$ cat config.mk
export PLATFORM = sky130hd
export DESIGN_NAME = oacc_fifo
export DESIGN_NICKNAME = d
export VERILOG_FILES = /design/src/hw/rtl/offset_arc_corner_collapse_defines.svh /design/src/hw/rtl/oacc_pkg.sv /design/src/hw/rtl/oacc_fifo.sv
export SDC_FILE = /design/constraint.sdc
export NUM_CORES = 1
export LEC_CHECK = 0
export ABC_AREA = 1
export BUFFER_PORTS_ARGS = -buffer_cell sky130_fd_sc_hd__buf_2
export CAP_MARGIN = 20
export CORE_ASPECT_RATIO = 0.8
export CORE_UTILIZATION = 52
export DETAILED_ROUTE_END_ITERATION = 6
export HOLD_SLACK_MARGIN = 0.12
export PLACE_DENSITY = 0.76
export RECOVER_POWER = 50
export SLEW_MARGIN = 20
export SYNTH_ARGS = -nofsm -noshare
export SYNTH_HDL_FRONTEND = slang
export SYNTH_SLANG_ARGS = --single-unit
$ cat constraint.sdc
create_clock -name clk -period 10.35 [get_ports clk]
set_input_delay 1.035 -clock clk [delete_from_list [all_inputs] [get_ports clk]]
set_output_delay 1.035 -clock clk [all_outputs]
set_load 0.02 [all_outputs]
$ cat src/hw/rtl/offset_arc_corner_collapse_defines.svh
// Assertion macros for the offset arc corner collapse block.
// Used by the top level; expects clk and rst in scope.
`ifndef OFFSET_ARC_CORNER_COLLAPSE_DEFINES_SVH
`define OFFSET_ARC_CORNER_COLLAPSE_DEFINES_SVH
`ifndef SYNTHESIS
`define OACC_ASSERT_IMPLY(lbl, ante, cons) \
  lbl: assert property (@(posedge clk) disable iff (rst) (ante) |-> (cons)) \
    else $error("oacc check failed");
`define OACC_ASSERT_NEVER(lbl, cond) \
  lbl: assert property (@(posedge clk) disable iff (rst) !(cond)) \
    else $error("oacc check failed");
`else
`define OACC_ASSERT_IMPLY(lbl, ante, cons)
`define OACC_ASSERT_NEVER(lbl, cond)
`endif
`endif

$ cat src/hw/rtl/oacc_pkg.sv
// Shared widths, types and tables of the offset arc corner collapse block.
// No dependencies.
package oacc_pkg;

  localparam int CORDIC_STEPS_DEF = 16;
  localparam int QUEUE_DEPTH_DEF  = 4;

  localparam int THR_W = 30;
  localparam logic [THR_W-1:0] THR_RESET = 30'd10737;

  localparam int CW   = 32;
  localparam int RW   = 31;
  localparam int AGW  = 16;
  localparam int TW   = 16;
  localparam int XW   = 34;
  localparam int ZW   = 33;
  localparam logic signed [XW-1:0] CORDIC_K = 34'sd652032874;

  localparam int PW   = 35;
  localparam int DFW  = 36;
  localparam int MW   = 52;
  localparam int NW   = 38;
  localparam int QW   = NW + TW;
  localparam int DETW = 32;
  localparam int DVW  = 31;
  localparam int DIV_FRAC = 15;
  localparam int DIV_QB   = 37;
  localparam int DIV_SH   = DIV_QB - DIV_FRAC;

  typedef struct packed {
    logic                  collapse;
    logic                  sg_neg;
    logic signed [CW-1:0]  cx;
    logic signed [CW-1:0]  cy;
    logic [RW-1:0]         r;
    logic signed [CW-1:0]  off;
  } side_t;

  typedef struct packed {
    side_t                 side;
    logic signed [TW-1:0]  s0;
    logic signed [TW-1:0]  c0;
    logic signed [TW-1:0]  s1;
    logic signed [TW-1:0]  c1;
  } item_t;

  typedef struct packed {
    logic full;
    logic empty;
  } queue_stat_t;

  function automatic logic signed [ZW-1:0] atan_at(input int idx);
    logic signed [ZW-1:0] v;
    unique case (idx)
      0:  v = 33'sd536870912;
      1:  v = 33'sd316933406;
      2:  v = 33'sd167458907;
      3:  v = 33'sd85004756;
      4:  v = 33'sd42667331;
      5:  v = 33'sd21354465;
      6:  v = 33'sd10679838;
      7:  v = 33'sd5340245;
      8:  v = 33'sd2670163;
      9:  v = 33'sd1335087;
      10: v = 33'sd667544;
      11: v = 33'sd333772;
      12: v = 33'sd166886;
      13: v = 33'sd83443;
      14: v = 33'sd41722;
      15: v = 33'sd20861;
      16: v = 33'sd10430;
      17: v = 33'sd5215;
      18: v = 33'sd2608;
      19: v = 33'sd1304;
      20: v = 33'sd652;
      21: v = 33'sd326;
      22: v = 33'sd163;
      23: v = 33'sd81;
      default: v = '0;
    endcase
    return v;
  endfunction

endpackage

$ cat src/hw/rtl/oacc_fifo.sv
// Short queue of classified requests between front and back end.
// Depends on oacc_pkg.
module oacc_fifo import oacc_pkg::*; #(
  parameter int DEPTH = QUEUE_DEPTH_DEF
) (
  input  logic        clk,
  input  logic        rst,
  input  logic        in_valid,
  output logic        in_ready,
  input  item_t       in_item,
  output logic        out_valid,
  input  logic        out_ready,
  output item_t       out_item,
  output queue_stat_t stat
);

  localparam int AW = (DEPTH > 1) ? $clog2(DEPTH) : 1;

  item_t          mem [0:DEPTH-1];
  logic [AW-1:0]  wr_ptr;
  logic [AW-1:0]  rd_ptr;
  logic [AW:0]    count;
  logic           push;
  logic           pop;

  assign in_ready   = count != (AW+1)'(DEPTH);
  assign out_valid  = count != '0;
  assign push       = in_valid && in_ready;
  assign pop        = out_valid && out_ready;
  assign out_item   = mem[rd_ptr];
  assign stat.full  = !in_ready;
  assign stat.empty = !out_valid;

  always_ff @(posedge clk) begin
    if (push) begin
      mem[wr_ptr] <= in_item;
    end
  end

  always_ff @(posedge clk) begin
    if (rst) begin
      wr_ptr <= '0;
      rd_ptr <= '0;
      count  <= '0;
    end else begin
      if (push) begin
        wr_ptr <= (wr_ptr == AW'(DEPTH - 1)) ? '0 : wr_ptr + 1'b1;
      end
      if (pop) begin
        rd_ptr <= (rd_ptr == AW'(DEPTH - 1)) ? '0 : rd_ptr + 1'b1;
      end
      case ({push, pop})
        2'b10:   count <= count + 1'b1;
        2'b01:   count <= count - 1'b1;
        default: count <= count;
      endcase
    end
  end

endmodule

### Yosys cells after proc, flatten, opt, wreduce, memory -nomap -nowiden

Memories as Yosys holds them, arrays and structs flattened. A register that Yosys moved wholly into a read port is not among the register bits.
Index checks and enable logic that the tools add are counted.

* flip-flop bits (word level): 7
* RAM bits: 772
* input port bits: 197
* memories: 1

Memory list
* mem: depth 4, bits a word 193, read ports 1, clocked after memory_dff 1, wr ports 1, RTL line oacc_fifo.sv:19 `item_t mem [0:DEPTH-1];`

* add/sub/neg operators: 4
* equality and inequality tests: 5
* mux-type cells: 7
* reductions and logical operators: 6

Operator list (count)
* $mux W2: 4
* $eq A2 B2 Y1 const B: 3
* $pmux W3 S2: 1
* $add A2 B1 Y2 const B: 2
* $add A3 B1 Y3 const B: 1
* $ne A3 B3 Y1 const B: 1
* $reduce_bool A3 Y1: 1
* $sub A3 B1 Y3 const B: 1
* $eq A2 B1 Y1 const B: 1
* $logic_and A1 B1 Y1: 2
* $logic_not A1 Y1: 2
* $mux W1: 2
* $reduce_bool A2 Y1: 1

### Longest topological paths before layout

* depth in word-level cells: 4
* depth in mapped cells: 13
* gate-level depth less buffers: 13

### Least setup slack after synthesis

OpenSTA, ideal clock, no wires.

* path kind: input port to flip-flop
* start point: input in_valid
* end point: memory mem[0][0] in the netlist's numbering (enable)
* arrival time: 9.201 ns
* path slack: 0.399 ns
* stages on the path: 2
* cells stage by stage: nand2_1 -> nor2_1

* longest elaborated chain between the ends: 3

RTL lines
* start: declaration: RTL line oacc_fifo.sv:8 `input logic in_valid,`
* $logic_and A1 B1 Y1: RTL line oacc_fifo.sv:28 `assign push = in_valid && in_ready;`
* $mux W1: RTL line oacc_fifo.sv:35 `if (push) begin`
* $mux W1 (implied by the code): RTL line oacc_fifo.sv:36 `mem[wr_ptr] <= in_item;`
* end: declaration: RTL line oacc_fifo.sv:19

No other way between the ends.

### Worst setup path in the final report

* start point: register count[1]
* end point: memory mem[2][32] in the netlist's numbering (enable)

* longest elaborated chain between the ends: 4

RTL lines
* start: declaration: RTL line oacc_fifo.sv:22 `logic [AW:0] count;`
* start signal: assignment: RTL line oacc_fifo.sv:53 `2'b10: count <= count + 1'b1;`
* start signal: assignment: RTL line oacc_fifo.sv:54 `2'b01: count <= count - 1'b1;`
* start signal: assignment: RTL line oacc_fifo.sv:55 `default: count <= count;`
* $ne A3 B3 Y1: RTL line oacc_fifo.sv:26 `assign in_ready = count != (AW+1)'(DEPTH);`
* $logic_and A1 B1 Y1: RTL line oacc_fifo.sv:28
* $mux W1: RTL line oacc_fifo.sv:35
* $mux W1 (implied by the code): RTL line oacc_fifo.sv:36

No other way between the ends.

==> impl_metrics.ini <==
[grt]
grt_max_degree = 284
first_global_vias = 17200
groute.usage.overall = 0.217
antenna_found_initial = 8
global_route.overflow_total = 0
grt_pass1_wl_mm = 94.7

[power]
vdd.ir_drop.worst_mv = 0.201
power.net_switching_uw = 3100
total_power_uw = 9040
power.density_mw_per_mm2 = 270
power.sequential.fraction = 0.432
switching_share = 0.343
power_leakage_uw = 0.0112
power_report.internal_total_uw = 5940
comb_power_share = 0.283
pwr-share-clk = 0.285

[drt]
detailroute.via_count = 17500
vias_per_cell = 5.61
dr.pass1.iters = 5
drt_iter0_drc = 1512
avgRoutedWirePerCell_um = 20.3
routed_wirelength_mm = 63.3
postRouteAntennaNets = 0
detail_route.drc_violations = 0

[cts]
cts_tree = built
clock_slew_seen_by_the_registers_of_the_worst_setup_and_hold_paths_ps = 60
cts_buffers = 74
cts-root-buf = sky130_fd_sc_hd__clkbuf_16
max-clock-path-buffers = 3
postCtsSetupBuffers = 0
clkSinkCount = 781
deepest_level_of_the_cts_h_tree = 3
postCtsHoldBufs = 0
insertion_delay_ps = 610
postCtsResizedCells = 0

[worst_setup_path]
cp_cell_sequence = nor2_1 > nand2_1 > nand2_1 > nor2_1 > buf_4 > buf_4
criticalPathCategory = reg2reg
worstPathMaxFanout = 52
worstSetupStartpointType = register
critical_path.max_stage_delay_ps = 2300
cp.buffers_inverters = 2
cpMaxStageDelayCell = sky130_fd_sc_hd__nor2_1
worstReg2RegStart = count[1]$_SDFFE_PP0P_
arrival_ps = 5410
crit_path_end_kind = register
rrSetupSlack_ps = 5160
launch_point_of_the_critical_path = count[1]$_SDFFE_PP0P_
required_ps = 10560
cpLargestDelayFamily = simple AND/OR/NAND/NOR gates
regToRegEndpoint = mem[2][32]$_DFFE_PP_
ff2ff_path_depth = 6

[synthesis]
synth_area_leader_cell = sky130_fd_sc_hd__edfxtp_1
synthesis.area_per_instance_um2 = 15.0
netlist_top_cells_area = sky130_fd_sc_hd__edfxtp_1 (80%), sky130_fd_sc_hd__o21ai_0 (6.1%), sky130_fd_sc_hd__nor2_1 (5.2%)
synth.yosys.seq_area_share = 0.803
post_synthesis_sequential_element_count = 781
synthesis.yosys.warnings = 0
synth.net_count = 2142
syn-cell-area_mm2 = 0.0291
synth_cell_type_count = 21
postSynthCellCount = 1938
synth.top_cell.area_share = 0.796

[timing]
hold_slack_ps = 541
fmax_mhz = 193
slew_viol_final = 99
report.final.hold_viol_count = 0
finalCritPeriodShare = 0.502
worst_slew_pin_slew_ps = 3120
finClkSkew_ps = 21.3
timing.max_slew.rel_slack = -1.08
setup_viol_count_final = 0
final.setup.worst_slack_ps = 5160
final_critical_path_required_period_ps = 5190
final.setup.tns_ps = 0
grt_setup_unrepaired = false

[floorplan]
floorplan.io_pins = 394
die_x_um = 267
fp.dieH_um = 214
rows = 77
initial_utilization = 0.526
die_area_mm2 = 0.0569
core_area_mm2 = 0.0553

[status]
violations_in_the_final_reports = max-capacitance violations, max-slew violations
outcome = finished, violations left

[run]
max_cap_violations = 3

[cells_and_area]
synthToLayoutAreaGrowth_pct = 15.1
final_nets = 2502
share_of_post_route_cells_with_drive_strength_above_1 = 0.140
final_common_cell = sky130_fd_sc_hd__edfxtp_1
leading_cell_types_in_the_layout_fill_and_taps_excluded = sky130_fd_sc_hd__edfxtp_1 (772), sky130_fd_sc_hd__nor2_1 (400), sky130_fd_sc_hd__o21ai_0 (354), sky130_fd_sc_hd__clkbuf_1 (206), sky130_fd_sc_hd__buf_2 (200)

[hold_path]
hold_depth = 2
hold_path.class = reg2reg
min_delay_worst_endpoint = count[0]$_SDFFE_PP0P_
timing.hold.worst.start = count[0]$_SDFFE_PP0P_

[placed_design]
dp_slack_ps = 6000
globalplace.congestion = 0.790
detail_placement_hpwl_mm = 34.7
count_of_input_and_output_buffers = 393
[layer usage]
layer / routed length, um / up-vias / GRT usage
li1: - / 8069 / -
met1: 24400 / 8614 / 0.271
met2: 31800 / 635 / 0.368
met3: 5300 / 122 / 0.0595
met4: 1710 / 10 / 0.0717
met5: 90 / - / 0
[cells by family after synthesis]
family                   synth area share
buffers and inverters              0.0309
AO/OA/AOI/OAI                       0.109
adder cells (fa/ha/maj)           0.00327
AND/OR/NAND/NOR                    0.0543
flip-flops                          0.803
[layout make-up]
class | count | area [um2]
fillers | 4191 | 21800
flip-flops and latches | 781 | 23400
well taps | 750 | 938
clock inverters | 47 | 359
multi-input cells | 1010 | 4840
inverters | 20 | 98.8
repair buffers | 411 | 1900
clock buffers | 90 | 1980
diodes | 4 | 10.0
[synthesized netlist by cell type (all sizes together)]
library cell  count
clkbuf           66
edfxtp          772
nand3             1
fa                1
o22ai           193
a21oi             4
o21ai           388
inv              20
nand4             1
nor2            400
dfxtp             9
ha                6
nand2            14
nand3b            2
buf              61
[worst max path at each step]
| stage | to | slack (ps) | cells after the start |
|---|---|---|---|
| 6_report | mem[2][32]$_DFFE_PP_ | 5160 | 6 |
| 5_1_grt | mem[3][99]$_DFFE_PP_ | 4810 | 6 |
| 4_1_cts | out_item[91] | 5590 | 5 |
| 3_5_place_dp | mem[3][99]$_DFFE_PP_ | 6000 | 5 |
| 3_3_place_gp | mem[2][77]$_DFFE_PP_ | 6030 | 5 |
| 2_1_floorplan | mem[0][0]$_DFFE_PP_ | 400 | 2 |
[flip-flops by register name, summed over array words and instances (netlist names), named ones only]
signal  cells
rd_ptr      2
wr_ptr      2
mem       772
count       3
[through the flow]
stage / cells / util / instance area [um2]
finish: 3113 / 0.606 / 33500
global route: 3110 / 0.606 / 33500
CTS: 3108 / 0.610 / 33700
detailed placement: 2971 / 0.568 / 31400
global placement: 2971 / 0.568 / 31400
floorplan: 1938 / - / 29100
[worst reg2reg max path, stage by stage (launching register included)]
cell	delay (ps)
sky130_fd_sc_hd__dfxtp_1	340
sky130_fd_sc_hd__nor2_1	70
sky130_fd_sc_hd__nand2_1	130
sky130_fd_sc_hd__nand2_1	180
sky130_fd_sc_hd__nor2_1	2300
sky130_fd_sc_hd__buf_4	890
sky130_fd_sc_hd__buf_4	840
[power by group through the flow]
| stage | Combinational [uW] | Sequential [uW] | Clock, uW |
|---|---|---|---|
| 6_report | 2560 | 3910 | 2580 |
| 5_1_grt | 2770 | 3930 | 2750 |
| 4_1_cts | 2590 | 3900 | 2620 |
| 3_5_place_dp | 2570 | 3970 | 0 |
| 3_3_place_gp | 2510 | 3960 | 0 |
| 2_1_floorplan | 1760 | 4000 | 0 |
(Power assumes the default switching activity.)
